$ cat src/sv/tcf_pkg.sv
// shared types and constants for the text console formatter
`default_nettype none
package tcf_pkg;
	localparam int COLUMNS = 80;
	localparam int ROWS = 25;
	localparam int CELL_COUNT = COLUMNS * ROWS;
	localparam int COL_W = 7;
	localparam int ROW_W = 5;
	localparam int ADDR_W = 11;
	localparam int CELL_W = 16;
	localparam int DIGITS = 10;

	localparam logic [1:0] OP_FORMAT = 2'd0;
	localparam logic [1:0] OP_CLEAR = 2'd1;
	localparam logic [1:0] OP_READ = 2'd2;
	localparam logic [1:0] OP_NONE = 2'd3;

	localparam logic [7:0] CH_NUL = 8'h00;
	localparam logic [7:0] CH_LF = 8'h0a;
	localparam logic [7:0] CH_CR = 8'h0d;
	localparam logic [7:0] CH_SPACE = 8'h20;
	localparam logic [7:0] CH_PERCENT = 8'h25;
	localparam logic [7:0] CH_ZERO = 8'h30;
	localparam logic [7:0] CH_LOW_D = 8'h64;
	localparam logic [7:0] CH_LOW_X = 8'h78;
	localparam logic [7:0] CH_UP_X = 8'h58;
	localparam logic [7:0] CH_LOW_C = 8'h63;

	typedef enum logic [3:0] {
		ST_IDLE,
		ST_DECODE,
		ST_DIGIT,
		ST_PUT,
		ST_PUT2,
		ST_NEWLINE,
		ST_SCROLL_RD,
		ST_SCROLL_WR,
		ST_FILL,
		ST_CLEAR,
		ST_READ,
		ST_READ2,
		ST_DONE
	} state_t;

	typedef enum logic [1:0] {
		CONV_DEC,
		CONV_LHEX,
		CONV_UHEX
	} conv_t;

	// controller to datapath
	typedef struct packed {
		logic load;
		logic digit_start;
		logic digit_step;
		logic put;
		logic put_second;
		logic newline;
		logic home_col;
		logic scroll_start;
		logic scroll_rd;
		logic scroll_wr;
		logic fill_start;
		logic fill_wr;
		logic clear_start;
		logic clear_wr;
		logic read_issue;
		logic read_capture;
		logic set_pending;
		logic clr_pending;
		logic result_load;
	} ctrl_t;

	// datapath to controller
	typedef struct packed {
		logic pending;
		logic digits_done;
		logic digit_left;
		logic need_scroll;
		logic sweep_last;
		logic two_chars;
	} stat_t;

	function automatic logic [7:0] hex_char(input logic [3:0] d, input logic upper);
		logic [7:0] r;
		if (d < 4'd10) r = CH_ZERO + {4'd0, d};
		else if (upper) r = 8'h37 + {4'd0, d};
		else r = 8'h57 + {4'd0, d};
		return r;
	endfunction
endpackage
`default_nettype wire

$ cat src/sv/tcf_ctrl.sv
// controller state machine sequencing each word
`default_nettype none
module tcf_ctrl (
	input wire logic clk,
	input wire logic arst_n,
	input wire logic in_take,
	input wire logic [1:0] op,
	input wire logic [7:0] fbyte,
	input wire logic out_free,
	input wire tcf_pkg::stat_t stat,
	output tcf_pkg::ctrl_t ctrl,
	output logic busy
);
	import tcf_pkg::*;

	state_t state_q, state_d;
	logic [1:0] op_q;
	logic [7:0] byte_q;
	logic second_q, second_d;

	always_ff @(posedge clk or negedge arst_n) begin
		if (!arst_n) begin
			state_q <= ST_CLEAR;
			second_q <= 1'b0;
		end else begin
			state_q <= state_d;
			second_q <= second_d;
		end
	end

	always_ff @(posedge clk or negedge arst_n) begin
		if (!arst_n) begin
			op_q <= OP_FORMAT;
			byte_q <= CH_NUL;
		end else if (in_take) begin
			op_q <= op;
			byte_q <= fbyte;
		end
	end

	always_comb begin
		state_d = state_q;
		second_d = second_q;
		ctrl = '0;
		busy = 1'b1;
		unique case (state_q)
			ST_IDLE: begin
				busy = 1'b0;
				if (in_take) begin
					ctrl.load = 1'b1;
					state_d = ST_DECODE;
				end
			end
			ST_DECODE: begin
				second_d = 1'b0;
				if (op_q == OP_CLEAR) begin
					ctrl.clear_start = 1'b1;
					ctrl.clr_pending = 1'b1;
					state_d = ST_CLEAR;
				end else if (op_q == OP_READ) begin
					ctrl.read_issue = 1'b1;
					state_d = ST_READ;
				end else if (op_q != OP_FORMAT) begin
					state_d = ST_DONE;
				end else if (stat.pending) begin
					ctrl.clr_pending = 1'b1;
					if (byte_q == CH_NUL) state_d = ST_DONE;
					else if (byte_q == CH_LOW_D || byte_q == CH_LOW_X || byte_q == CH_UP_X) begin
						ctrl.digit_start = 1'b1;
						state_d = ST_DIGIT;
					end else state_d = ST_PUT;
				end else if (byte_q == CH_NUL || byte_q == CH_CR) begin
					if (byte_q == CH_CR) ctrl.home_col = 1'b1;
					state_d = ST_DONE;
				end else if (byte_q == CH_PERCENT) begin
					ctrl.set_pending = 1'b1;
					state_d = ST_DONE;
				end else if (byte_q == CH_LF) begin
					state_d = ST_NEWLINE;
				end else state_d = ST_PUT;
			end
			ST_DIGIT: begin
				ctrl.digit_step = 1'b1;
				if (stat.digits_done) state_d = ST_PUT;
			end
			ST_PUT: begin
				ctrl.put = 1'b1;
				ctrl.put_second = second_q;
				if (stat.need_scroll) begin
					ctrl.scroll_start = 1'b1;
					state_d = ST_SCROLL_RD;
				end else state_d = ST_PUT2;
			end
			ST_PUT2: begin
				if (stat.two_chars && !second_q) begin
					second_d = 1'b1;
					state_d = ST_PUT;
				end else if (stat.digit_left) begin
					state_d = ST_PUT;
				end else state_d = ST_DONE;
			end
			ST_NEWLINE: begin
				ctrl.newline = 1'b1;
				if (stat.need_scroll) begin
					ctrl.scroll_start = 1'b1;
					state_d = ST_SCROLL_RD;
				end else state_d = ST_DONE;
			end
			ST_SCROLL_RD: begin
				ctrl.scroll_rd = 1'b1;
				state_d = ST_SCROLL_WR;
			end
			ST_SCROLL_WR: begin
				ctrl.scroll_wr = 1'b1;
				if (stat.sweep_last) begin
					ctrl.fill_start = 1'b1;
					state_d = ST_FILL;
				end else state_d = ST_SCROLL_RD;
			end
			ST_FILL: begin
				ctrl.fill_wr = 1'b1;
				if (stat.sweep_last) state_d = ST_PUT2;
			end
			ST_CLEAR: begin
				ctrl.clear_wr = 1'b1;
				if (stat.sweep_last) state_d = (op_q == OP_CLEAR) ? ST_DONE : ST_IDLE;
			end
			// hold the read address so the registered read still shows the cell
			ST_READ: begin
				ctrl.read_issue = 1'b1;
				state_d = ST_READ2;
			end
			ST_READ2: begin
				ctrl.read_capture = 1'b1;
				state_d = ST_DONE;
			end
			ST_DONE: begin
				if (out_free) begin
					ctrl.result_load = 1'b1;
					state_d = ST_IDLE;
				end
			end
			default: state_d = ST_IDLE;
		endcase
	end
endmodule
`default_nettype wire

$ cat config.mk
export PLATFORM = sky130hd
export DESIGN_NAME = tcf_ctrl
export DESIGN_NICKNAME = d
export VERILOG_FILES = /design/src/sv/tcf_pkg.sv /design/src/sv/tcf_ctrl.sv
export SDC_FILE = /design/constraint.sdc
export NUM_CORES = 1
export LEC_CHECK = 0
export BUFFER_PORTS_ARGS = -buffer_cell sky130_fd_sc_hd__buf_2
export CAP_MARGIN = 15
export CORE_MARGIN = 1
export CORE_UTILIZATION = 30
export CTS_CLUSTER_DIAMETER = 60
export DETAILED_ROUTE_END_ITERATION = 8
export HOLD_SLACK_MARGIN = 0.06
export SLEW_MARGIN = 20
export SYNTH_ARGS = -nofsm -noshare
export SYNTH_HDL_FRONTEND = slang
export SYNTH_SLANG_ARGS = --single-unit
$ cat constraint.sdc
create_clock -name clk -period 3.84 [get_ports clk]
set_input_delay 0 -clock clk [delete_from_list [all_inputs] [get_ports clk]]
set_output_delay 0 -clock clk [all_outputs]
set_load 0.02 [all_outputs]
==> summary.md <==
| Metric | Value |
|---|---|
| Outcome | `finished clean` |
| Routability cong. | `0.796` |
| CP startpoint kind | `flop` |
| CTS tree | `done` |
| Sequential fraction of design power | `37.4%` |
| Max_slew headroom | `51.2%` |
| First-pass GRT wire length | `5370 um` |
| Maximum clock path buffer count | `2` |
| DIE AREA | `0.00448 mm^2` |
| Vias/cell | `5.19` |
| Finished Core Util | `40.3%` |
| Syn nets | `175` |
| Net Sw Frac | `47.9%` |
| Crit-path slowest cell | `dfrtp_1` |
| Slew at the pin with the worst max-slew slack | `0.732 ns` |
| Final Max Slew Viols | `0` |
| Int Pwr | `0.463 mW` |
| Area of the core | `0.00403 mm^2` |
| Final Cell Area | `0.00162 mm^2` |
| Worst Path Buf+Inv | `1` |
| IO Port Bufs | `39` |
| Wire per inst | `13.2 um` |
| DRC | `0` |
| RSZ-0062 raised after global routing | `false` |
| Nets | `218` |
| # rows | `23` |
| Setup CP Type | `flop to primary output` |
| Family with the most delay on the worst path | `simple AND/OR/NAND/NOR gates` |
| Setup TNS | `0 ns` |
| Initial Util | `31.4%` |
| Area contributors post-synth | `dfrtp_1, mux2_2, nor2_1` |
| Crit path max fanout | `25` |
| Crit end category | `primary output` |
| DR iter-0 viols | `69` |
| Height of the die | `67.0 um` |
| Fillers | `426` |
| Post-DP HPWL | `2330 um` |
| Worst skew pair latency | `0.25 ns` |
| Max Cap Viol | `0` |
| Diode count | `0` |
| YS warnings | `0` |
| Post-synth top area share | `25.7%` |
| Asr flop ratio synth | `100%` |
| Distinct cells, synth | `48` |
| Dominant cell type by area after synthesis | `dfrtp_1` |
| Initial antenna violation count | `0` |
| Hold crit path type | `input pin to flop` |
| Worst path cell trace | `nand2b_1 > nor3_2 > nand3_1 > nor4_1 > buf_2` |
| Final WL | `3250 um` |
| Grt total ovfl | `0` |
| Multi-input gate area | `802 um^2` |
| Fmax | `472 MHz` |
| Sequential element share of the synthesized area | `29.8%` |
| Flops & latches, synth | `15` |
| Endpoints failing setup | `0` |
| Total GRT Usage | `15.5%` |
| Syn Area/Cell | `8.17 um^2` |
| Cell Pwr Density | `548 mW/mm^2` |
| Area Growth Syn to Fin | `28.2%` |
| Critical Path RT | `3.84 ns` |
| TritonRoute pass-1 iters | `4` |
| Largest net degree at the start of global routing | `26` |
| Net switching power | `0.426 mW` |
| Synth Instances | `155` |
| Vias | `1283` |
| Root buffer cell | `clkbuf_8` |
| Final Cycle Share | `55.2%` |
| EDFF count, synth | `0` |
| Crit path arrival time | `2.12 ns` |
| Fin crit period | `2.12 ns` |
| Total Power | `0.889 mW` |
| CTS Sinks | `15` |
| Final Hold Viols | `0` |
| Synthesized area | `0.00127 mm^2` |
| Layout cells sized above 1 | `31.0%` |
| Slowest Stage Delay on Critical Path | `0.65 ns` |
| Main synth FF type | `dfrtp_1` |
| Total CTS buffers | `3` |
| # IOs | `40` |
| Clock transition at the registers of the reported paths | `0.06 ns` |
| Placed Area | `0.00146 mm^2` |
| Worst Clk Skew | `0.00546 ns` |
| Antenna-violating nets left | `0` |
| FF/Latch Area | `378 um^2` |
| Peak supply drop | `0.247 mV` |
| Comb power frac | `48.0%` |
| DIE WIDTH | `67.0 um` |
| P_leak | `0.719 nW` |
| Vias in the first global route | `1182` |
| H-tree levels | `1` |
| Clock power frac | `14.6%` |
worst register-to-register path, delay by kind of cell (launching register included):
kind            cells  cell delay (ns)
compound gates      4             0.86
flops               1             0.80
simple gates        1             0.33
registers in the layout, summed over array words and instances, names as in the netlist:
signal    count
byte_q        8
second_q      1
state_q       4
op_q          2
Yosys cell counts, drive strengths merged, types with 2 or more instances:
master   n
or4      3
nand2b   6
mux2    10
nor2    17
nor4     3
dfstp    2
buf      3
dfrtp   13
inv      5
and3     3
clkbuf  10
o22ai    2
nand3    5
o31ai    2
o21ai    9
nor3    12
xnor2    2
a21oi   10
o211ai   4
nor4b    2
nor2b    2
nand2   12
power by group through the flow:
stage                     combinational, mW  sequential (mW)  clock [mW]
after detailed placement              0.416            0.332           0
after CTS                             0.426            0.330       0.135
after global routing                  0.479            0.346       0.142
after global placement                0.416            0.333           0
after floorplan                       0.424            0.221           0
final                                 0.427            0.333       0.129
routing by layer:
layer / track usage [%] / part of all wire, % / vias up
met3: 3.60 / 4.9 / 0
li1: - / - / 650
met1: 21.8 / 50 / 595
met5: 0 / 0 / -
met4: 0.798 / 0 / 0
met2: 25.0 / 45 / 38
final timing paths:
path                               to  startpoint  depth (start not counted)  slack (ns)
hold reg to reg              second_q    second_q                          2        0.58
setup reg to reg           state_q[3]  state_q[2]                          5        1.77
hold / removal             state_q[2]    out_free                          3        0.09
min in group asynchronous     op_q[1]      arst_n                          2        0.20
setup / recovery             ctrl[12]  state_q[1]                          5        1.72
max in group asynchronous  state_q[0]      arst_n                          2        3.34
placed cells by master (no fill, tap or decap), types with 2 or more instances in the layout:
cell	n
nand2_1	12
nor4_1	3
inv_1	5
nor4b_1	2
nand2b_1	5
o31ai_1	2
o21ai_0	8
nor2_1	16
dfrtp_1	13
nand3_1	5
buf_2	39
nor2b_1	2
or4_1	2
mux2_2	10
xnor2_1	2
dfstp_2	2
o211ai_1	3
o22ai_1	2
dlygate4sd3_1	12
nor3_1	11
clkbuf_8	3
and3_1	3
a21oi_1	10
metrics by stage:
| step | hold slack (ns) | instances | setup WS (ns) |
|---|---|---|---|
| 2_1_floorplan | -0.296 | 155 | 1.96 |
| 3_3_place_gp | -0.0694 | 231 | 1.86 |
| 3_5_place_dp | -0.0684 | 231 | 1.84 |
| 4_1_cts | 0.0945 | 247 | 1.73 |
| 5_1_grt | 0.106 | 247 | 1.51 |
| 6_report | 0.0893 | 247 | 1.72 |
cells by family after synthesis:
kind of cell	synth area share [%]
and+or+nand+nor	32.0
AOI/OAI and AO/OA	20.4
buffers and inverters	6.82
DFF	29.8
muxes	8.89
xor gates and xnor gates	2.08
repair_timing:
action | 4_1_cts | 5_1_grt
setup buffers | 0 | 0
endpoints found under the hold margin | 26 | 0
resized for setup | 0 | 0
hold buffers | 12 | 0
layout make-up:
class	instances	area share, %
inverters	5	1.16
clock inverters	1	0.308
well taps	50	3.86
multi-input cells	122	49.4
flip-flops and latches	15	23.3
repair buffers	51	19.4
clock buffers	3	2.54
Note: power is estimated with default switching activity, not from simulation.
